File: config.mk
export PLATFORM = sky130hd
export DESIGN_NAME = gcbp_emit
export DESIGN_NICKNAME = d
export VERILOG_FILES = /design/src/sv/gcbp_pkg.sv /design/src/sv/gcbp_emit.sv
export SDC_FILE = /design/constraint.sdc
export NUM_CORES = 1
export LEC_CHECK = 0
export BUFFER_PORTS_ARGS = -buffer_cell sky130_fd_sc_hd__buf_4
export CAP_MARGIN = 40
export CELL_PAD_IN_SITES_DETAIL_PLACEMENT = 0
export CELL_PAD_IN_SITES_GLOBAL_PLACEMENT = 1
export CORE_MARGIN = 4
export CORE_UTILIZATION = 35
export DETAILED_ROUTE_END_ITERATION = 12
export PLACE_DENSITY = 0.88
export SLEW_MARGIN = 15
export SYNTH_ARGS = -nofsm -noshare
export SYNTH_HDL_FRONTEND = slang
export SYNTH_SLANG_ARGS = --single-unit
File: constraint.sdc
create_clock -name clk_i -period 4.7 [get_ports clk_i]
set_input_delay 0.94 -clock clk_i [delete_from_list [all_inputs] [get_ports clk_i]]
set_output_delay 0.94 -clock clk_i [all_outputs]
set_load 0.02 [all_outputs]
File: src/sv/gcbp_pkg.sv
// Package for the GIF89a block parser: payload structs, event and error codes.
// No dependencies.
package gcbp_pkg;

  localparam int unsigned TableDepthDefault = 256;

  typedef enum logic [2:0] {
    EV_FRAME_START = 3'd0,
    EV_CODE_SIZE   = 3'd1,
    EV_IMAGE_BYTE  = 3'd2,
    EV_FRAME_END   = 3'd3,
    EV_TRAILER     = 3'd4,
    EV_ERROR       = 3'd5
  } event_e;

  typedef enum logic [3:0] {
    ERR_MAGIC      = 4'd0,
    ERR_VERSION    = 4'd1,
    ERR_SIZE       = 4'd2,
    ERR_NO_TABLE   = 4'd3,
    ERR_RESOLUTION = 4'd4,
    ERR_INTERLACE  = 4'd5,
    ERR_LOCAL_TBL  = 4'd6,
    ERR_UNKNOWN    = 4'd7,
    ERR_EARLY_END  = 4'd8
  } error_e;

  typedef enum logic {
    REG_WIDTH  = 1'b0,
    REG_HEIGHT = 1'b1
  } reg_e;

  localparam logic [7:0] BlkExtension = 8'h21;
  localparam logic [7:0] BlkImage     = 8'h2C;
  localparam logic [7:0] BlkTrailer   = 8'h3B;
  localparam logic [7:0] LblGfxCtrl   = 8'hF9;

  typedef struct packed {
    logic [7:0] data_byte;
    logic       end_of_file;
  } in_t;

  typedef struct packed {
    logic [2:0]  event_kind;
    logic [15:0] frame_left;
    logic [15:0] frame_top;
    logic [15:0] frame_width;
    logic [15:0] frame_height;
    logic        transparent_on;
    logic [23:0] transparent_rgb;
    logic [7:0]  payload_byte;
    logic [3:0]  error_code;
  } out_t;

  // queued event record
  typedef struct packed {
    event_e      kind;
    logic [7:0]  arg;
    logic [63:0] geo;
    logic        trans_on;
    logic [23:0] rgb;
  } rec_t;

  function automatic logic [7:0] sig_byte(logic [2:0] idx);
    logic [7:0] r;
    case (idx)
      3'd0:    r = 8'h47;
      3'd1:    r = 8'h49;
      3'd2:    r = 8'h46;
      3'd3:    r = 8'h38;
      3'd4:    r = 8'h39;
      default: r = 8'h61;
    endcase
    return r;
  endfunction

endpackage

File: src/sv/gcbp_emit.sv
// Back end: output register, expands queued records into result fields.
// Depends on gcbp_pkg.
module gcbp_emit (
  input  logic           clk_i,
  input  logic           rst_ni,
  input  logic           q_valid_i,
  input  gcbp_pkg::rec_t rec_i,
  output logic           pop_o,
  output logic           out_valid_o,
  input  logic           out_ready_i,
  output gcbp_pkg::out_t out_data_o
);
  import gcbp_pkg::*;

  logic ov_q;
  out_t od_q, od_d;

  assign pop_o = q_valid_i && (!ov_q || out_ready_i);
  assign out_valid_o = ov_q;
  assign out_data_o = od_q;

  always_comb begin
    od_d = '0;
    od_d.event_kind = rec_i.kind;
    case (rec_i.kind)
      EV_FRAME_START: begin
        {od_d.frame_left, od_d.frame_top, od_d.frame_width, od_d.frame_height} = rec_i.geo;
        od_d.transparent_on = rec_i.trans_on;
        od_d.transparent_rgb = rec_i.rgb;
      end
      EV_CODE_SIZE, EV_IMAGE_BYTE: od_d.payload_byte = rec_i.arg;
      EV_ERROR: od_d.error_code = rec_i.arg[3:0];
      default: ;
    endcase
  end

  always_ff @(posedge clk_i or negedge rst_ni) begin
    if (!rst_ni) begin
      ov_q <= 1'b0;
    end else if (pop_o) begin
      ov_q <= 1'b1;
    end else if (out_ready_i) begin
      ov_q <= 1'b0;
    end
  end

  always_ff @(posedge clk_i) begin
    if (pop_o) od_q <= od_d;
  end

endmodule

# Word level (Yosys, flattened, before mapping)
# Cells that the tools add are included.
# word_totals
reg_bits	105
wordCells	21
# op_classes
n_eq_ne	3
mux	2
n_reduce_logical	6
# ops
operator	count
$eq 3x1->1 const B	1
$eq 3x2->1 const B	1
$eq 3x3->1 const B	1
$logic_not 3->1	1
$mux 1	2
$reduce_bool 2->1	1
$reduce_or 2->1	1
$logic_and 1x1->1	1
$logic_not 1->1	1
$logic_or 1x1->1	1

# Longest topological paths before layout
# Gate-level depths: netlist of run 1.
# depth
depth_word	4
depth_mapped	4
mapped_depth_nobuf	2

# Worst setup path after synthesis of run 1
# OpenSTA, ideal clock, no wires.
# synth_path
path_kind	input to output
from	input port out_ready_i
to	output port pop_o
arrival_time_ns	3.584
t_required_ns	3.760
path_slack_ns	0.176
path_stages	2
n_path_buf	0
cell_sequence	nand2b_1 and2_1
# synth_via
elab_chain_cells	2
# synth_rtl
element	line_no	text
start: declaration	gcbp_emit.sv:10	input logic out_ready_i,
$logic_or 1x1->1	gcbp_emit.sv:18	assign pop_o = q_valid_i && (!ov_q || out_ready_i);
$logic_and 1x1->1	gcbp_emit.sv:18	
end: declaration	gcbp_emit.sv:8	output logic pop_o,
# Every way passes these cells.

# Worst setup path in the final report of run 1
# Same ends and word-level chain as after synthesis.

==> flow_summary.yaml, run 1 <==
yosys:
  yosysSeqAreaShare: 0.807
  syn_nets: 326
  synth_compound_area_frac: 0
  syn-mean-instance-area_sq_um: 17.6
  synthCells: 222
  synthTopCellsByArea: "edfxtp_1 80%, and2_1 14%, nor3b_1 1.5%"
  ys_ff_latch: 105
  synthSimpleGateAreaFrac: 0.175
  synth_top_area_cell: "edfxtp_1"
  synth_top_family_by_area: "simple AND/OR/NAND/NOR gates"
  synthAdderAreaFrac: 0
  synthMuxAreaShare: 0
  yosys_warnings: 0
  ys_types: 12
  synth-xor-area-share: 0.00225
  syn_area_sq_um: 3900
  yosys.area.top_type_share: 0.801
global_routing:
  grt_pass1_vias: 2588
  grt_max_degree: 65
  grt_pass1_wl_um: 13300
  grt_use_total: 0.135
  antenna_found_initial: 0
  grt_overflow: 0
flow_run:
  maxCapViolations: 0
place:
  io_buffer_count: 209
  place_inst: 564
  gp_congestion: 0.728
  pre_cts_ws_ns: 1.87
  dpl.hpwl_um: 6780
clocking:
  cts_buffer_depth: 2
  cts_tree: "built"
  postCtsSetupRepairBufs: 0
  cts_resized: 0
  cts_root_buf: "clkbuf_8"
  clock_sinks: 105
  cts_buffers: 9
  clkSlewWorstSetupHoldPaths_ns: 0.09
  cts-hold-fix-buffers: 0
  clk_latency_ns: 0.35
  htreeDepth: 3
floorplan:
  dieArea_sq_um: 12900
  initial_core_util: 0.358
  chipHeight_um: 114
  rows: 38
  io_pins: 210
  die_w_um: 114
  core_sq_um: 10900
sta:
  finClkSkew_ns: 0.00745
  tns_ns: 0
  hold_viol: 0
  slew-limit-headroom: 0.460
  tightest_slew_ns: 0.810
  drv_slew: 0
  rsz0062_at_grt: "false"
  finalCritPeriodShare: 0.597
  finalSetupViolations: 0
  period_needed_ns: 2.80
  hold_ws_ns: 0.337
  setup_slack_ns: 1.90
  max_freq_mhz: 357
finish:
  fillCellCount: 920
  drive_above_1_share: 0.519
  nNetsFinal: 539
  final_cell_count_no_fill: 579
  antennaDiodeCount: 0
  syn_to_final_growth_pct: 48.7
route:
  post_drt_wl_per_cell_um: 15.0
  drt-total-wl_um: 8680
  ant_nets: 0
  drc_errors: 0
  vias: 2500
  via_per_inst: 4.32
  first_pass_iters: 4
  drt_iter0_drc: 91
power:
  leakage_nw: 2.48
  pwr-share-clk: 0.283
  swShare: 0.228
  power.density_nw_per_um2: 323
  combPwrFrac: 0.133
  switching_power_uw: 427
  p_int_mw: 1.45
  seqPwrFrac: 0.584
  vdd_drop_max_mv: 0.169
setup_path:
  path_class: "primary input to output port"
  required_ns: 3.76
  endpoint_kind: "output port"
  cp_max_fo: 42
  arrival_ns: 1.86
  worst_setup_path_start_kind: "primary input"
outcome:
  status: "finished clean"
worst_hold_path:
  hp-class: "primary input to asynchronous set/reset pin"
[synthesized netlist by cell type (all sizes together)]
cell type,number
edfxtp,104
and2,90
clkbuf,8
nor3b,8
and3,4
buf,2
nand2b,2
dfrtp,1
nor2b,1
nor3,1
xnor2,1
[routing by layer]
metal  wire length (um)  global-route usage  up-vias
met2               4170               0.216      141
met4                288              0.0777        0
met1               3100               0.153     1136
li1                   -                   -     1204
met3               1120              0.0546       19
met5                  0                   0        -
[logic make-up (layout without fill, tap and decap cells)]
group / Yosys count / after routing
simple gates: 106 / 106
flops: 105 / 105
xor+xnor: 1 / 1
buf+inv: 10 / 227
[power by group through the flow]
stage               combinational (mW)  clock [mW]  sequential (mW)
finish                           0.249       0.530             1.09
CTS                              0.254       0.548             1.09
global placement                 0.248           0             1.11
detailed placement               0.253           0             1.12
floorplan                       0.0449           0             1.18
global route                     0.265       0.589             1.10
[critical path: stages]
cell and delay, ns:
buf_4 0.08, nand2b_1 0.11, and2_4 0.48, buf_4 0.24
[final timing paths]
kind                              from              to  slack, ns  cells after the start
hold / removal                  rst_ni     out_valid_o       0.34                      1
setup reg to reg           out_valid_o  out_data_o[53]       2.57                      3
min in group clk_i         out_valid_o     out_valid_o       0.53                      2
max in group asynchronous       rst_ni     out_valid_o       4.28                      1
setup / recovery           out_ready_i           pop_o       1.90                      4
hold reg to reg            out_valid_o     out_valid_o       0.53                      2
[cell usage in the layout (no fill, tap or decap), drive strengths merged]
master    count
nor3b         8
xnor2         1
and2         90
nand2b        2
nor2b         1
clkinvlp      3
dfrtp         1
bufinv        1
clkbuf       10
buf         212
edfxtp      104
clkinv        1
nor3          1
and3          4
[registers in the layout (all words and copies together) (netlist names)]
signal / count
out_data_o: 104
out_valid_o: 1
[area by class of cell]
| class | instances | area [sq um] | area share |
|---|---|---|---|
| timing repair buffer | 212 | 1600 | 0.276 |
| clock buffer | 10 | 128 | 0.0220 |
| sequential | 105 | 3150 | 0.543 |
| clock inverter | 5 | 57.6 | 0.00992 |
| tap | 140 | 175 | 0.0302 |
| multi-input combinational | 107 | 694 | 0.120 |
[metrics by stage]
step                 util  cell area, sq um  total power [mW]
global route        0.533              5800              1.95
detailed placement  0.516              5620              1.37
CTS                 0.533              5800              1.90
floorplan               -              3900              1.22
global placement    0.514              5600              1.36
finish              0.533              5800              1.87
Note: power is estimated with default switching activity, not from simulation.
==> inputs of run 2 (changes only) <==
--- a/config.mk
+++ b/config.mk
@@ -5,12 +5,13 @@
 export SDC_FILE = /design/constraint.sdc
 export NUM_CORES = 1
 export LEC_CHECK = 0
+export ABC_AREA = 1
 export BUFFER_PORTS_ARGS = -buffer_cell sky130_fd_sc_hd__buf_4
 export CAP_MARGIN = 40
 export CELL_PAD_IN_SITES_DETAIL_PLACEMENT = 0
 export CELL_PAD_IN_SITES_GLOBAL_PLACEMENT = 1
 export CORE_MARGIN = 4
-export CORE_UTILIZATION = 35
+export CORE_UTILIZATION = 34
 export DETAILED_ROUTE_END_ITERATION = 12
 export PLACE_DENSITY = 0.88
 export SLEW_MARGIN = 15
==> constraint.sdc (replaced) <==
create_clock -name clk_i -period 2.7 [get_ports clk_i]
set_input_delay 0.54 -clock clk_i [delete_from_list [all_inputs] [get_ports clk_i]]
set_output_delay 0.54 -clock clk_i [all_outputs]
set_load 0.02 [all_outputs]
==> run 2 against run 1 <==
- sequential share of layout area decreased by 2.6 points
- non-clock buffer count increased by 1
- sequential power increased by 74%
- critical path type is now register to output port
- critical endpoint unchanged
- largest power group unchanged
==> flow_summary.yaml, run 2 <==
clocking:
  htreeDepth: 3
  cts_resized: 0
  cts_buffers: 9
  clock_sinks: 105
  cts_tree: "built"
  cts_root_buf: "clkbuf_16"
  cts_buffer_depth: 2
  clk_latency_ns: 0.33
  clkSlewWorstSetupHoldPaths_ns: 0.07
setup_path:
  arrival_ns: 1.17
  endpoint_kind: "output port"
  slowest_delay_ns: 0.42
  cp_max_fo: 3
  required_ns: 2.16
  worst_setup_path_start_kind: "register"
  path_class: "register to output port"
  crit_slowest_cell: "dfrtp_1"
  path_cells: "a21oi_4 > buf_4"
yosys:
  synth_most_common_cell: "edfxtp_1"
  synthTopCellsByCount: "104 x edfxtp_1, 100 x inv_1, 93 x nor2_1"
  yosys.area.top_type_share: 0.778
  yosysSeqAreaShare: 0.785
  synthArstFlopShare: 0.00952
  yosys_warnings: 0
  synthCells: 323
  ys_types: 13
  syn-mean-instance-area_sq_um: 12.4
  ys_ff_latch: 105
  syn_area_sq_um: 4010
  synthTopCellsByArea: "edfxtp_1 78%, inv_1 9.4%, nor2_1 8.7%"
  synth_top_area_cell: "edfxtp_1"
  synth-edff-count: 104
  synth_ff_type: "edfxtp_1"
  syn_nets: 427
sta:
  drv_slew: 0
  finalSetupViolations: 0
  rsz0062_at_grt: "false"
  finalCritPeriodShare: 0.633
  finClkSkew_ns: 0.00697
  slew-limit-headroom: 0.642
  hold_viol: 0
  period_needed_ns: 1.71
  max_freq_mhz: 585
  tightest_slew_ns: 0.537
power:
  pwr-share-clk: 0.358
  swShare: 0.216
  power.density_nw_per_um2: 606
  total_power_mw: 3.70
  seqPwrFrac: 0.515
  switching_power_uw: 797
  leakage_nw: 3.02
  combPwrFrac: 0.127
  p_int_mw: 2.90
  vdd_drop_max_mv: 0.253
finish:
  nNetsFinal: 642
  final_common_cell: "buf_4"
  post-route-util: 0.532
  drive_above_1_share: 0.425
  final_cell_mix: "210 x buf_4, 104 x edfxtp_1, 98 x inv_1"
  fillCellCount: 1015
  largest_register_ffs: 104
  antennaDiodeCount: 0
  postLayoutCellArea_sq_um: 6100
  syn_to_final_growth_pct: 52.0
global_routing:
  grt_overflow: 0
  grt_max_degree: 62
  antenna_found_initial: 0
  grt_pass1_wl_um: 13400
  grt_pass1_vias: 2838
  grt_use_total: 0.130
place:
  io_buffer_count: 209
  dpl.hpwl_um: 7200
  placed_area_sq_um: 5790
  gp_congestion: 0.765
floorplan:
  initial_core_util: 0.350
  die_w_um: 117
  dieArea_sq_um: 13600
  core_sq_um: 11500
  io_pins: 210
  chipHeight_um: 117
  rows: 39
flow_run:
  maxCapViolations: 0
route:
  first_pass_iters: 4
  drc_errors: 0
  post_drt_wl_per_cell_um: 13.8
  vias: 2876
  via_per_inst: 4.20
  drt_iter0_drc: 147
  drt-total-wl_um: 9420
  ant_nets: 0
worst_hold_path:
  hp-class: "primary input to register"
outcome:
  status: "finished clean"
run 2: cell types whose count changed in the layout (fill, tap and decap cells not counted), moves of 3 or more:
cell | previous run | this run
nor3_1 | 0 | 8
clkbuf_8 | 9 | 0
nor3b_1 | 8 | 0
and2_1 | 89 | 0
clkinvlp_4 | 3 | 0
nor2_1 | 0 | 93
clkbuf_16 | 0 | 9
nand2_1 | 0 | 4
and3_1 | 4 | 0
inv_1 | 0 | 98
run 2: path summary, 6_finish.rpt:
| kind | startpoint | endpoint | slack (ns) | depth (start not counted) |
|---|---|---|---|---|
| hold reg to reg | out_valid_o | out_valid_o | 0.56 | 2 |
| max in group asynchronous | rst_ni | out_valid_o | 2.09 | 2 |
| setup reg to reg | out_valid_o | out_data_o[86] | 1.18 | 2 |
| setup / recovery | out_valid_o | pop_o | 0.99 | 2 |
| hold / removal | rec_i[99] | out_data_o[103] | 0.40 | 1 |
| min in group asynchronous | rst_ni | out_valid_o | 0.53 | 2 |
run 2: cell type report:
class                           instances  area, sq um  area share
Clock buffer                           10          229      0.0375
Clock inverter                          4         70.1      0.0115
Inverter                              100          388      0.0636
Multi-Input combinational cell        109          450      0.0739
Sequential cell                       105         3150       0.516
Tap cell                              143          179      0.0293
Timing Repair Buffer                  213         1630       0.268
run 2: power groups by stage:
stage	Sequential (mW)	Combinational, mW	Clock [mW]
floorplan	2.05	0.0979	0
global route	1.91	0.505	1.43
CTS	1.91	0.477	1.37
finish	1.90	0.469	1.32
detailed placement	1.94	0.474	0
global placement	1.94	0.466	0
run 2: per-layer routing:
layer,share of wire,global-route usage
met1,0.35,0.140
met3,0.10,0.0472
met4,0.028,0.0627
met5,0,0
met2,0.52,0.228
run 2: repair_timing:
action	CTS	global route
hold endpoints to repair	1	0
hold buffers	1	0
buffers inserted	0	0
endpoints found under the setup margin	0	0
run 2: critical path: cells and delay by family, from the launching register on:
family	cells	cell delay [ns]
compound gates	1	0.22
buf+inv	1	0.20
flops	1	0.42
run 2: cells by family (layout without fill, tap and decap cells):
group                  after synthesis  count (layout)  share of synthesized area
AOI/OAI and AO/OA                    1               1                    0.00125
buffers and inverters              109             327                      0.107
DFF                                105             105                      0.785
and+or+nand+nor                    108             108                      0.107
run 2: stage by stage:
stage / setup slack, ns / TNS (ns) / hold WS [ns] / cells
after global placement: 0.845 / 0 / 0.317 / 668
after CTS: 0.963 / 0 / 0.386 / 684
after global routing: 0.945 / 0 / 0.382 / 684
after floorplan: -0.201 / -11.05 / 0.244 / 323
after detailed placement: 0.863 / 0 / 0.318 / 669
final: 0.990 / 0 / 0.404 / 684
