**config.mk**
```make
export PLATFORM = sky130hd
export DESIGN_NAME = gcbp_queue
export DESIGN_NICKNAME = d
export VERILOG_FILES = /design/src/sv/gcbp_pkg.sv /design/src/sv/gcbp_queue.sv
export SDC_FILE = /design/constraint.sdc
export NUM_CORES = 1
export LEC_CHECK = 0
export BUFFER_PORTS_ARGS = -buffer_cell sky130_fd_sc_hd__clkbuf_2
export CAP_MARGIN = 40
export CORE_MARGIN = 2
export CORE_UTILIZATION = 55
export DETAILED_ROUTE_END_ITERATION = 6
export PLACE_DENSITY_LB_ADDON = 0.05
export SYNTH_ARGS = -nofsm -noshare
export SYNTH_HDL_FRONTEND = slang
export SYNTH_SLANG_ARGS = --single-unit
```
**constraint.sdc**
```tcl
create_clock -name clk_i -period 15.7 [get_ports clk_i]
set_clock_uncertainty 0.2 [all_clocks]
set_input_delay 4.71 -clock clk_i [delete_from_list [all_inputs] [get_ports clk_i]]
set_output_delay 4.71 -clock clk_i [all_outputs]
set_load 0.02 [all_outputs]
```
**src/sv/gcbp_pkg.sv**
```systemverilog
// Package for the GIF89a block parser: payload structs, event and error codes.
// No dependencies.
package gcbp_pkg;

  localparam int unsigned TableDepthDefault = 256;

  typedef enum logic [2:0] {
    EV_FRAME_START = 3'd0,
    EV_CODE_SIZE   = 3'd1,
    EV_IMAGE_BYTE  = 3'd2,
    EV_FRAME_END   = 3'd3,
    EV_TRAILER     = 3'd4,
    EV_ERROR       = 3'd5
  } event_e;

  typedef enum logic [3:0] {
    ERR_MAGIC      = 4'd0,
    ERR_VERSION    = 4'd1,
    ERR_SIZE       = 4'd2,
    ERR_NO_TABLE   = 4'd3,
    ERR_RESOLUTION = 4'd4,
    ERR_INTERLACE  = 4'd5,
    ERR_LOCAL_TBL  = 4'd6,
    ERR_UNKNOWN    = 4'd7,
    ERR_EARLY_END  = 4'd8
  } error_e;

  typedef enum logic {
    REG_WIDTH  = 1'b0,
    REG_HEIGHT = 1'b1
  } reg_e;

  localparam logic [7:0] BlkExtension = 8'h21;
  localparam logic [7:0] BlkImage     = 8'h2C;
  localparam logic [7:0] BlkTrailer   = 8'h3B;
  localparam logic [7:0] LblGfxCtrl   = 8'hF9;

  typedef struct packed {
    logic [7:0] data_byte;
    logic       end_of_file;
  } in_t;

  typedef struct packed {
    logic [2:0]  event_kind;
    logic [15:0] frame_left;
    logic [15:0] frame_top;
    logic [15:0] frame_width;
    logic [15:0] frame_height;
    logic        transparent_on;
    logic [23:0] transparent_rgb;
    logic [7:0]  payload_byte;
    logic [3:0]  error_code;
  } out_t;

  // queued event record
  typedef struct packed {
    event_e      kind;
    logic [7:0]  arg;
    logic [63:0] geo;
    logic        trans_on;
    logic [23:0] rgb;
  } rec_t;

  function automatic logic [7:0] sig_byte(logic [2:0] idx);
    logic [7:0] r;
    case (idx)
      3'd0:    r = 8'h47;
      3'd1:    r = 8'h49;
      3'd2:    r = 8'h46;
      3'd3:    r = 8'h38;
      3'd4:    r = 8'h39;
      default: r = 8'h61;
    endcase
    return r;
  endfunction

endpackage

```
**src/sv/gcbp_queue.sv**
```systemverilog
// Two-entry event queue between parser and output stage.
// Depends on gcbp_pkg.
module gcbp_queue (
  input  logic           clk_i,
  input  logic           rst_ni,
  input  logic           push_i,
  input  gcbp_pkg::rec_t rec_i,
  output logic           full_o,
  output logic           valid_o,
  input  logic           pop_i,
  output gcbp_pkg::rec_t rec_o
);
  import gcbp_pkg::*;

  rec_t       slot_q [2];
  logic [1:0] cnt_q;
  logic       wp_q, rp_q;

  assign full_o  = cnt_q == 2'd2;
  assign valid_o = cnt_q != 2'd0;
  assign rec_o   = slot_q[rp_q];

  always_ff @(posedge clk_i or negedge rst_ni) begin
    if (!rst_ni) begin
      cnt_q <= '0; wp_q <= 1'b0; rp_q <= 1'b0;
    end else begin
      if (push_i) wp_q <= ~wp_q;
      if (pop_i) rp_q <= ~rp_q;
      cnt_q <= cnt_q + 2'(push_i) - 2'(pop_i);
    end
  end

  always_ff @(posedge clk_i) begin
    if (push_i) slot_q[wp_q] <= rec_i;
  end

endmodule

```
Word level (Yosys, flattened, before mapping) --
Memories as Yosys holds them, arrays and structs flattened. Cells that the tools add are included.
Cells by class: eq/ne operators 1, $add $sub $neg 2, muxes and demuxes 2, reduce and logical (&&, ||, !) cells 1, bitwise logic cells 2
Operator list (number):
- 2-bit by 1-bit adder with 2-bit output | 1
- 2-bit == test (second input constant) | 1
- 1-bit two-way mux | 2
- 1-bit inverter | 2
- 2-bit nonzero test | 1
- 2-bit by 1-bit subtractor with 2-bit output | 1
Storage, ports and cells: output and inout port bits 102, bits in writable memories 200, flip-flop bits (word level) 4, memories 1
Memory list:
- slot_q | words 2, bits a word 100, rd ports 1, clocked after Yosys merged registers in 0, write ports 1, line gcbp_queue.sv:15 | rec_t slot_q [2];

Depth between registers and ports, before layout --
Gate-level depths: netlist of run 1.
word-level depth 2, depth in mapped cells 5, gate-level depth less buffers 5

Worst setup path after synthesis of run 1 --
No wires, ideal clock.
kind input-to-reg, start point input push_i, end point memory slot_q[0][0] in the netlist's numbering (enable), library setup time 0.572 ns, cell stages on the path 1, path buffers 0, arrival time 9.062 ns, path slack 5.866 ns, cell sequence nor2b_1
Between the ends: cells in the longest elaborated chain, start to end 2
RTL lines:
- from (decl) | line gcbp_queue.sv:6 | input logic push_i,
- 1-bit two-way mux | line gcbp_queue.sv:34 | if (push_i) slot_q[wp_q] <= rec_i;
- 1-bit two-way mux (not written as such) | line gcbp_queue.sv:34
- to (decl) | line gcbp_queue.sv:15
Every way passes these cells.

==> results.py, run 1 <==
metrics = {
    "clocking": {
        "cts_buffers": 20,
        "hold_buffers": 0,
        "post_cts_resized": 0,
        "cts_tree": "yes",
        "clockBufferDepth": 3,
        "h-tree-depth": 1,
        "worstSkewPairLatency_ns": 0.47,
        "path_clk_slew_ns": 0.06,
        "cts_sinks": 204,
        "cts_root_buf": "clkbuf_16",
        "cts_setup_buffers": 0,
    },
    "logic_synthesis": {
        "synth_top_family_by_area": "multiplexers",
        "ys_ff_latch": 204,
        "synth_compound_area_share_pct": 0,
        "synthMuxAreaShare_pct": 18.61,
        "syn_area_per_cell_um2": 24.13,
        "synth_cell_types": 14,
        "synthAdderAreaFrac_pct": 0.3182,
        "synthSimpleGateAreaFrac_pct": 0.3182,
        "postSynthCellCount": 326,
        "syn_nets": 432,
        "synth_xor_area_share_pct": 0.5250,
        "seq_area_frac_synth_pct": 77.63,
        "yosys_warnings": 0,
        "synth_area_um2": 7865,
    },
    "critical_path": {
        "worstRegToRegCells": 3,
        "path_cells": "buf_4 > buf_16 > mux2_2 > clkbuf_2",
        "crit_family": "buffers and inverters",
        "r2r-end": "slot_q[0][78]$_DFFE_PP_",
        "slowest_stage": "dfrtp_4",
        "reg2reg_slack_ns": 13.30,
        "worstPathRequired_ns": 10.79,
        "cp_data_arrival_time_ns": 2.80,
        "start_kind": "flip-flop",
        "slowest_delay_ns": 0.89,
        "cp_max_fo": 46,
        "end_kind": "primary output",
        "critical_path_class": "flip-flop to primary output",
        "cp_num_buf_inv": 3,
        "rr_startpoint": "wp_q$_DFFE_PN0P_",
    },
    "global_routing": {
        "grt_max_degree": 59,
        "top_usage_layer": "met2",
        "groute.usage.overall_pct": 16.84,
        "use_met3_pct": 7.418,
        "grt_pass1_vias": 3898,
        "grt_use_met1_pct": 18.88,
        "grt_pass1_wl_um": 19380,
        "overflow": 0,
        "antenna_found_initial": 0,
        "grt.met2_usage_pct": 29.36,
    },
    "routing": {
        "firstDrtPassIters": 4,
        "drt_iter0_markers": 261,
        "final_antenna_net_count": 0,
        "wire_per_inst_um": 17.83,
        "wirelength_um": 13210,
        "drc": 0,
        "viasPerCell": 5.039,
        "vias": 3734,
    },
    "outcome": {
        "status": "completed",
    },
    "timing": {
        "slew_headroom_pct": 47.35,
        "slew_viol_final": 0,
        "max_slew.worst_pin.slew_ns": 0.7897,
        "rsz0062_at_grt": "no",
        "hold_viol": 0,
        "timing.hold.ws_ns": 0.3745,
        "tns_ns": 0,
        "period_share_pct": 49.09,
        "clock.fmax_mhz": 129.8,
        "finalWorstPathRequiredPeriod_ns": 7.707,
        "setup_violations": 0,
        "setup_ws_ns": 7.993,
    },
    "floorplanning": {
        "io_pins": 206,
        "die_height_um": 123.6,
        "start_util_pct": 56.44,
        "std_cell_rows": 43,
        "coreArea_um2": 13930,
        "fp.dieArea_um2": 15270,
        "fp.dieW_um": 123.6,
    },
    "place": {
        "dp.cells": 705,
        "gp_congestion": 0.6984,
        "pre_cts_ws_ns": 8.474,
        "dpl.hpwl_um": 8750,
        "io_buffers": 205,
    },
    "finish": {
        "syn_to_final_growth_pct": 22.46,
        "diodes": 0,
        "layout-drive-gt1-share_pct": 60.96,
        "nets": 653,
        "final_cell_mix": "clkbuf_2, edfxtp_1, mux2_4",
        "fillers": 945,
        "final_cells": 741,
        "final_common_cell": "clkbuf_2",
    },
    "power": {
        "power.internal_mw": 1.279,
        "seqPwrFrac_pct": 42.0,
        "p_leak_nw": 3.969,
        "power.switching_uw": 570.3,
        "fin_total_pwr_mw": 1.849,
        "sw_frac_of_total_pct": 30.83,
        "ir_worst_vdd_mv": 0.1244,
        "power.share.clock_pct": 25.0,
        "pwr-share-comb_pct": 33.0,
        "power_density_nw_per_um2": 192.0,
    },
    "hold_path": {
        "hp-start": "wp_q$_DFFE_PN0P_",
        "hp-class": "flip-flop to flip-flop",
        "hold_path_end": "wp_q$_DFFE_PN0P_",
        "whs_path_depth": 1,
    },
    "flow_run": {
        "maxCapViolCount": 0,
    },
}
## registers in the layout, summed over array words and instances, names as in the netlist
signal and flops:
cnt_q 2, rp_q 1, slot_q 200, wp_q 1
## synth_stat cells
master    number  area [um^2]
mux2_4        90         1351
dfrtp_1        4        100.1
xor3_1         1        23.77
and2_1         1        6.260
inv_1          2        7.510
mux2_2        10        112.6
nor2b_1        2        12.51
xor2_1         2        17.52
ha_1           2        25.02
buf_2          1        5.000
edfxtp_1     200         6006
or2_2          1        6.260
buf_12         9        180.2
buf_6          1        11.26
## kinds of logic after synthesis
family / count (synthesis)
DFF: 204
xor gates and xnor gates: 3
buffers and inverters: 13
and+or+nand+nor: 4
muxes: 100
adders and majority gates: 2
## per-stage QoR
| step | area, um^2 | util, % |
|---|---|---|
| after CTS | 9632 | 69.12 |
| after detailed placement | 8991 | 64.52 |
| final | 9632 | 69.12 |
| after global routing | 9632 | 69.12 |
| after global placement | 8964 | 64.33 |
| after floorplan | 7865 | - |
## how the worst max path moves through the flow
stage / from / to / slack [ns] / cells after the start
floorplan: push_i / slot_q[0][0]$_DFFE_PP_ / 5.87 / 1
global placement: rp_q$_DFFE_PN0P_ / rec_o[96] / 8.29 / 3
detailed placement: rp_q$_DFFE_PN0P_ / rec_o[90] / 8.47 / 4
CTS: rp_q$_DFFE_PN0P_ / rec_o[90] / 7.96 / 4
global route: rp_q$_DFFE_PN0P_ / rec_o[90] / 7.86 / 4
finish: rp_q$_DFFE_PN0P_ / rec_o[90] / 7.99 / 4
## power groups by stage
stage / registers (mW) / clock network (mW) / logic [mW]
floorplan: 0.767 / 0 / 0.513
global placement: 0.783 / 0 / 0.610
detailed placement: 0.790 / 0 / 0.621
finish: 0.777 / 0.463 / 0.609
CTS: 0.779 / 0.475 / 0.622
global route: 0.788 / 0.495 / 0.651
## cell type report
class	instances	area [um^2]	share of cell area, %
flip-flops and latches	204	6110	63.43
multi-input cells	109	1565	16.25
repair buffers	210	1084	11.25
clock buffers	26	544.3	5.651
well taps	180	225.2	2.338
clock inverters	10	96.34	1.000
inverters	2	7.507	0.07794
## metal layers
layer | vias up | part of all wire (%)
met5 | - | 0
met4 | 0 | 1.5
met3 | 14 | 11
met2 | 140 | 51
met1 | 1839 | 37
li1 | 1741 | -
## worst register-to-register path, stage by stage (launching register included)
cell and delay [ns]:
dfrtp_1 0.43, nor2b_4 0.12, buf_4 0.48, buf_4 0.75
Power figures use the tool's default switching activity.
==> run 2: changes to the inputs <==
--- a/config.mk
+++ b/config.mk
@@ -8,7 +8,7 @@
 export BUFFER_PORTS_ARGS = -buffer_cell sky130_fd_sc_hd__clkbuf_2
 export CAP_MARGIN = 40
 export CORE_MARGIN = 2
-export CORE_UTILIZATION = 55
+export CORE_UTILIZATION = 52
 export DETAILED_ROUTE_END_ITERATION = 6
 export PLACE_DENSITY_LB_ADDON = 0.05
 export SYNTH_ARGS = -nofsm -noshare
==> constraint.sdc (replaced) <==
create_clock -name clk_i -period 7.35 [get_ports clk_i]
set_clock_uncertainty 0.2 [all_clocks]
set_input_delay 2.205 -clock clk_i [delete_from_list [all_inputs] [get_ports clk_i]]
set_output_delay 2.205 -clock clk_i [all_outputs]
set_load 0.02 [all_outputs]
==> results.py, run 2 (synthesized netlist as in run 1, its figures left out) <==
metrics = {
    "outcome": {
        "status": "completed",
    },
    "hold_path": {
        "hp-class": "flip-flop to flip-flop",
        "hold_path_end": "wp_q$_DFFE_PN0P_",
        "whs_path_depth": 1,
        "hp-start": "wp_q$_DFFE_PN0P_",
    },
    "finish": {
        "post-route-cell-area_um2": 9693,
        "final_common_cell": "clkbuf_2",
        "diodes": 0,
        "ff_latch_area_um2": 6110,
        "layout-drive-gt1-share_pct": 60.92,
        "final_cell_mix": "clkbuf_2, edfxtp_1, mux2_4",
        "nets": 657,
        "largest_register_ffs": 200,
        "reg_top3": "slot_q: 200 flops, cnt_q: 2 flops",
        "final_cells": 747,
        "fillers": 1030,
        "syn_to_final_growth_pct": 23.24,
        "multi_input_area_um2": 1565,
        "regMostFlops": "slot_q",
    },
    "power": {
        "power.share.clock_pct": 24.8,
        "seqPwrFrac_pct": 41.4,
        "pwr-share-comb_pct": 33.9,
        "p_leak_nw": 3.992,
        "power.switching_mw": 1.211,
        "sw_frac_of_total_pct": 30.59,
        "power_density_nw_per_um2": 408.4,
        "ir_worst_vdd_mv": 0.2549,
        "power.internal_mw": 2.748,
    },
    "routing": {
        "wirelength_um": 13370,
        "drt_iter0_markers": 227,
        "vias": 3683,
        "wire_per_inst_um": 17.90,
        "final_antenna_net_count": 0,
        "drc": 0,
        "viasPerCell": 4.930,
        "firstDrtPassIters": 4,
    },
    "clocking": {
        "post_cts_resized": 0,
        "worstSkewPairLatency_ns": 0.48,
        "cts_tree": "yes",
        "path_clk_slew_ns": 0.06,
        "hold_buffers": 0,
        "cts_root_buf": "clkbuf_16",
        "cts_sinks": 204,
        "cts_setup_buffers": 0,
        "h-tree-depth": 1,
        "cts_buffers": 21,
        "clockBufferDepth": 3,
    },
    "floorplanning": {
        "start_util_pct": 53.71,
        "die_height_um": 127.0,
        "fp.dieArea_um2": 16130,
        "io_pins": 206,
        "std_cell_rows": 44,
        "fp.dieW_um": 127.0,
        "coreArea_um2": 14640,
    },
    "place": {
        "dp.cells": 712,
        "io_buffers": 205,
        "pre_cts_ws_ns": 3.214,
        "dpl.hpwl_um": 9043,
        "gp_congestion": 0.7224,
        "post_dp_cell_area_um2": 9059,
    },
    "critical_path": {
        "rr_startpoint": "wp_q$_DFFE_PN0P_",
        "end_kind": "primary output",
        "reg2reg_slack_ns": 5.61,
        "r2r-end": "slot_q[1][77]$_DFFE_PP_",
        "start_kind": "flip-flop",
        "cp_max_fo": 25,
        "worstRegToRegCells": 2,
        "worstPathRequired_ns": 4.95,
        "critical_path_class": "flip-flop to primary output",
        "cp_data_arrival_time_ns": 2.20,
    },
    "global_routing": {
        "grt_pass1_vias": 3774,
        "grt_max_degree": 58,
        "grt_pass1_wl_um": 20200,
        "groute.usage.overall_pct": 16.28,
        "overflow": 0,
        "antenna_found_initial": 0,
    },
    "timing": {
        "setup_violations": 0,
        "rsz0062_at_grt": "no",
        "tns_ns": 0,
        "clock.fmax_mhz": 217.2,
        "finalWorstPathRequiredPeriod_ns": 4.605,
        "slew_headroom_pct": 68.28,
        "timing.hold.ws_ns": 0.3470,
        "period_share_pct": 62.65,
        "slew_viol_final": 0,
        "hold_viol": 0,
        "max_slew.worst_pin.slew_ns": 0.4759,
        "setup_ws_ns": 2.745,
    },
    "flow_run": {
        "maxCapViolCount": 0,
    },
}
[run 2: metal layers]
layer,track usage [%],part of all wire [%],vias to the layer above
li1,-,-,1751
met1,20.84,40,1768
met2,26.76,49,143
met3,5.695,9.5,21
met4,4.525,1.7,0
met5,0,0,-
[run 2: how the worst max path moves through the flow]
| stage | cells after the start | from | endpoint |
|---|---|---|---|
| detailed placement | 3 | rp_q$_DFFE_PN0P_ | rec_o[80] |
| finish | 3 | rp_q$_DFFE_PN0P_ | rec_o[43] |
| global route | 3 | rp_q$_DFFE_PN0P_ | rec_o[83] |
| global placement | 3 | rp_q$_DFFE_PN0P_ | rec_o[84] |
| floorplan | 1 | push_i | slot_q[0][0]$_DFFE_PP_ |
| CTS | 3 | rp_q$_DFFE_PN0P_ | rec_o[68] |
[run 2: area by class of cell]
cell class,instances,area share (%)
inverters,2,0.07745
clock inverters,9,0.9294
multi-input cells,109,16.15
clock buffers,26,5.615
flip-flops and latches,204,63.03
well taps,184,2.375
repair buffers,213,11.82
[run 2: power by group through the flow]
stage               clock [mW]  sequential, mW  combinational [mW]
global route              1.05            1.66                1.42
global placement             0            1.71                1.28
floorplan                    0            1.64                1.10
CTS                       1.01            1.64                1.37
finish                   0.980            1.64                1.34
detailed placement           0            1.67                1.36
[run 2: worst max-delay path, stage by stage (launching register included)]
cell      delay (ns)
dfrtp_4         0.73
buf_4           0.47
mux2_4          0.34
clkbuf_2        0.15
[run 2: stage by stage]
step	power, mW	utilization [%]
finish	3.959	66.19
global route	4.134	66.19
CTS	4.019	66.19
detailed placement	3.030	61.86
global placement	2.985	61.30
floorplan	2.735	-
==> run 3: changes to the inputs <==
--- a/config.mk
+++ b/config.mk
@@ -5,10 +5,11 @@
 export SDC_FILE = /design/constraint.sdc
 export NUM_CORES = 1
 export LEC_CHECK = 0
+export ABC_AREA = 1
 export BUFFER_PORTS_ARGS = -buffer_cell sky130_fd_sc_hd__clkbuf_2
 export CAP_MARGIN = 40
 export CORE_MARGIN = 2
-export CORE_UTILIZATION = 52
+export CORE_UTILIZATION = 47
 export DETAILED_ROUTE_END_ITERATION = 6
 export PLACE_DENSITY_LB_ADDON = 0.05
 export SYNTH_ARGS = -nofsm -noshare
==> constraint.sdc (replaced) <==
create_clock -name clk_i -period 4.1 [get_ports clk_i]
set_clock_uncertainty 0.2 [all_clocks]
set_input_delay 1.23 -clock clk_i [delete_from_list [all_inputs] [get_ports clk_i]]
set_output_delay 1.23 -clock clk_i [all_outputs]
set_load 0.02 [all_outputs]
==> results.py, run 3 <==
metrics = {
    "timing": {
        "setup_ws_ns": 0.6158,
        "setup_violations": 0,
        "clock.fmax_mhz": 287.0,
        "hold_viol": 0,
        "tns_ns": 0,
        "rsz0062_at_grt": "no",
        "slew_headroom_pct": 51.06,
        "period_share_pct": 84.98,
        "timing.hold.ws_ns": 0.3392,
        "max_slew.worst_pin.slew_ns": 0.7341,
        "finalWorstPathRequiredPeriod_ns": 3.484,
        "slew_viol_final": 0,
    },
    "routing": {
        "drc": 0,
        "met1Wirelength_um": 5697,
        "firstDrtPassIters": 4,
        "wl_met3_um": 1394,
        "viasPerCell": 4.571,
        "drt_iter0_markers": 241,
        "final_antenna_net_count": 0,
        "wire_per_inst_um": 14.49,
        "vias": 4521,
        "wirelength_um": 14330,
        "routed.top_layer": "met4",
        "wl_met2_um": 7026,
    },
    "clocking": {
        "path_clk_slew_ns": 0.06,
        "post_cts_resized": 0,
        "h-tree-depth": 1,
        "hold_buffers": 0,
        "cts_root_buf": "clkbuf_16",
        "cts_sinks": 204,
        "cts_buffers": 21,
        "clockBufferDepth": 3,
        "cts_tree": "yes",
        "worstSkewPairLatency_ns": 0.48,
        "cts_setup_buffers": 0,
    },
    "critical_path": {
        "critical_path_class": "flip-flop to primary output",
        "cp_max_fo": 68,
        "slowest_delay_ns": 0.74,
        "slowest_stage": "dfrtp_4",
        "path_cells": "buf_12 > nand2_1 > o21ai_0 > clkbuf_2",
        "start_kind": "flip-flop",
        "end_kind": "primary output",
        "worstPathRequired_ns": 2.67,
        "cp_data_arrival_time_ns": 2.05,
    },
    "logic_synthesis": {
        "synth_largest_area_cell": "edfxtp_1",
        "postSynthCellCount": 547,
        "syn_area_per_cell_um2": 14.08,
        "yosysMostFrequentCell": "edfxtp_1",
        "syn_nets": 653,
        "synth-edff-count": 200,
        "ys_top_cells_by_count": "edfxtp_1, inv_1, nand2_1, o21ai_0, o21ai_2",
        "yosys_warnings": 0,
        "synth_flop_cell": "edfxtp_1",
        "seq_area_frac_synth_pct": 79.27,
        "synth.area.top_cells": "edfxtp_1, o21ai_0, inv_1, nand2_1, dfrtp_1",
        "synth_cell_types": 17,
        "synth_area_um2": 7702,
        "synth-async-reset-ratio_pct": 1.961,
        "ys_ff_latch": 204,
        "yosysTopAreaCellShare_pct": 77.97,
    },
    "global_routing": {
        "groute.usage.overall_pct": 16.39,
        "antenna_found_initial": 1,
        "grt_pass1_vias": 4472,
        "overflow": 0,
        "grt_max_degree": 84,
        "grt_pass1_wl_um": 22670,
    },
    "finish": {
        "diodes": 0,
        "fillers": 1285,
        "nets": 865,
        "final_common_cell": "clkbuf_2",
        "largest_register_ffs": 200,
        "final_core_util_pct": 59.50,
        "layout-drive-gt1-share_pct": 32.08,
        "syn_to_final_growth_pct": 23.16,
        "reg_top3": "slot_q: 200 flops, cnt_q: 2 flops",
        "regMostFlops": "slot_q",
        "final_cell_mix": "clkbuf_2, edfxtp_1, nand2_1",
    },
    "place": {
        "io_buffers": 205,
        "pre_cts_ws_ns": 1.112,
        "gp_congestion": 0.7219,
        "dpl.hpwl_um": 9511,
    },
    "floorplanning": {
        "fp.dieW_um": 132.0,
        "coreArea_um2": 15940,
        "die_height_um": 132.0,
        "std_cell_rows": 46,
        "fp.dieArea_um2": 17430,
        "io_pins": 206,
        "start_util_pct": 48.31,
    },
    "hold_path": {
        "hp-class": "flip-flop to flip-flop",
    },
    "outcome": {
        "status": "completed",
    },
    "power": {
        "ir_worst_vdd_mv": 0.3743,
        "power_density_nw_per_um2": 718.7,
        "p_leak_nw": 4.089,
    },
    "flow_run": {
        "maxCapViolCount": 0,
    },
}
==> run 3: cells by family after synthesis <==
family                     synth area share, %
buffers and inverters                    7.814
xor gates and xnor gates                0.2275
DFF                                      79.27
AOI/OAI and AO/OA                        6.985
adders and majority gates               0.3248
and+or+nand+nor                          5.377
==> run 3: metrics by stage <==
stage | std cells | power (mW) | area, um^2
6_report | 989 | 6.818 | 9487
5_1_grt | 989 | 7.216 | 9487
4_1_cts | 989 | 6.925 | 9487
3_5_place_dp | 952 | 5.251 | 8895
3_3_place_gp | 952 | 5.212 | 8895
2_1_floorplan | 547 | 4.526 | 7710
==> run 3: final timing paths <==
check | from | endpoint | slack (ns) | depth (start not counted)
min in group asynchronous | rst_ni | rp_q$_DFFE_PN0P_ | 0.35 | 1
hold / removal | wp_q$_DFFE_PN0P_ | wp_q$_DFFE_PN0P_ | 0.34 | 1
max in group asynchronous | rst_ni | rp_q$_DFFE_PN0P_ | 3.20 | 1
setup / recovery | rp_q$_DFFE_PN0P_ | rec_o[28] | 0.62 | 4
setup reg to reg | wp_q$_DFFE_PN0P_ | slot_q[1][11]$_DFFE_PP_ | 2.24 | 3
hold reg to reg | wp_q$_DFFE_PN0P_ | wp_q$_DFFE_PN0P_ | 0.34 | 1
==> run 3: layout make-up <==
class / instances / area [um^2] / area share, %
flip-flops and latches: 204 / 6110 / 64.40
repair buffers: 211 / 1109 / 11.69
multi-input cells: 214 / 1002 / 10.56
clock buffers: 32 / 566.8 / 5.975
inverters: 107 / 404.1 / 4.260
well taps: 216 / 270.3 / 2.849
clock inverters: 5 / 25.02 / 0.2638
==> run 3: layer usage <==
metal  GRT usage (%)  vias to the layer above
met3           5.267                       20
met5               0                        -
met1           19.90                     2079
met4           4.348                        0
met2           28.39                      149
li1                -                     2273
==> run 3: where the power goes <==
part,internal (mW),switching [mW]
clock,0.950,0.707
combinational,0.639,1.59
sequential,2.77,0.159
total,4.36,2.46
==> run 3: critical path, delay by kind of cell (launching register included) <==
family / cells / cell delay (ns)
compound gates: 1 / 0.13
buf+inv: 2 / 0.55
simple gates: 1 / 0.09
flops: 1 / 0.74
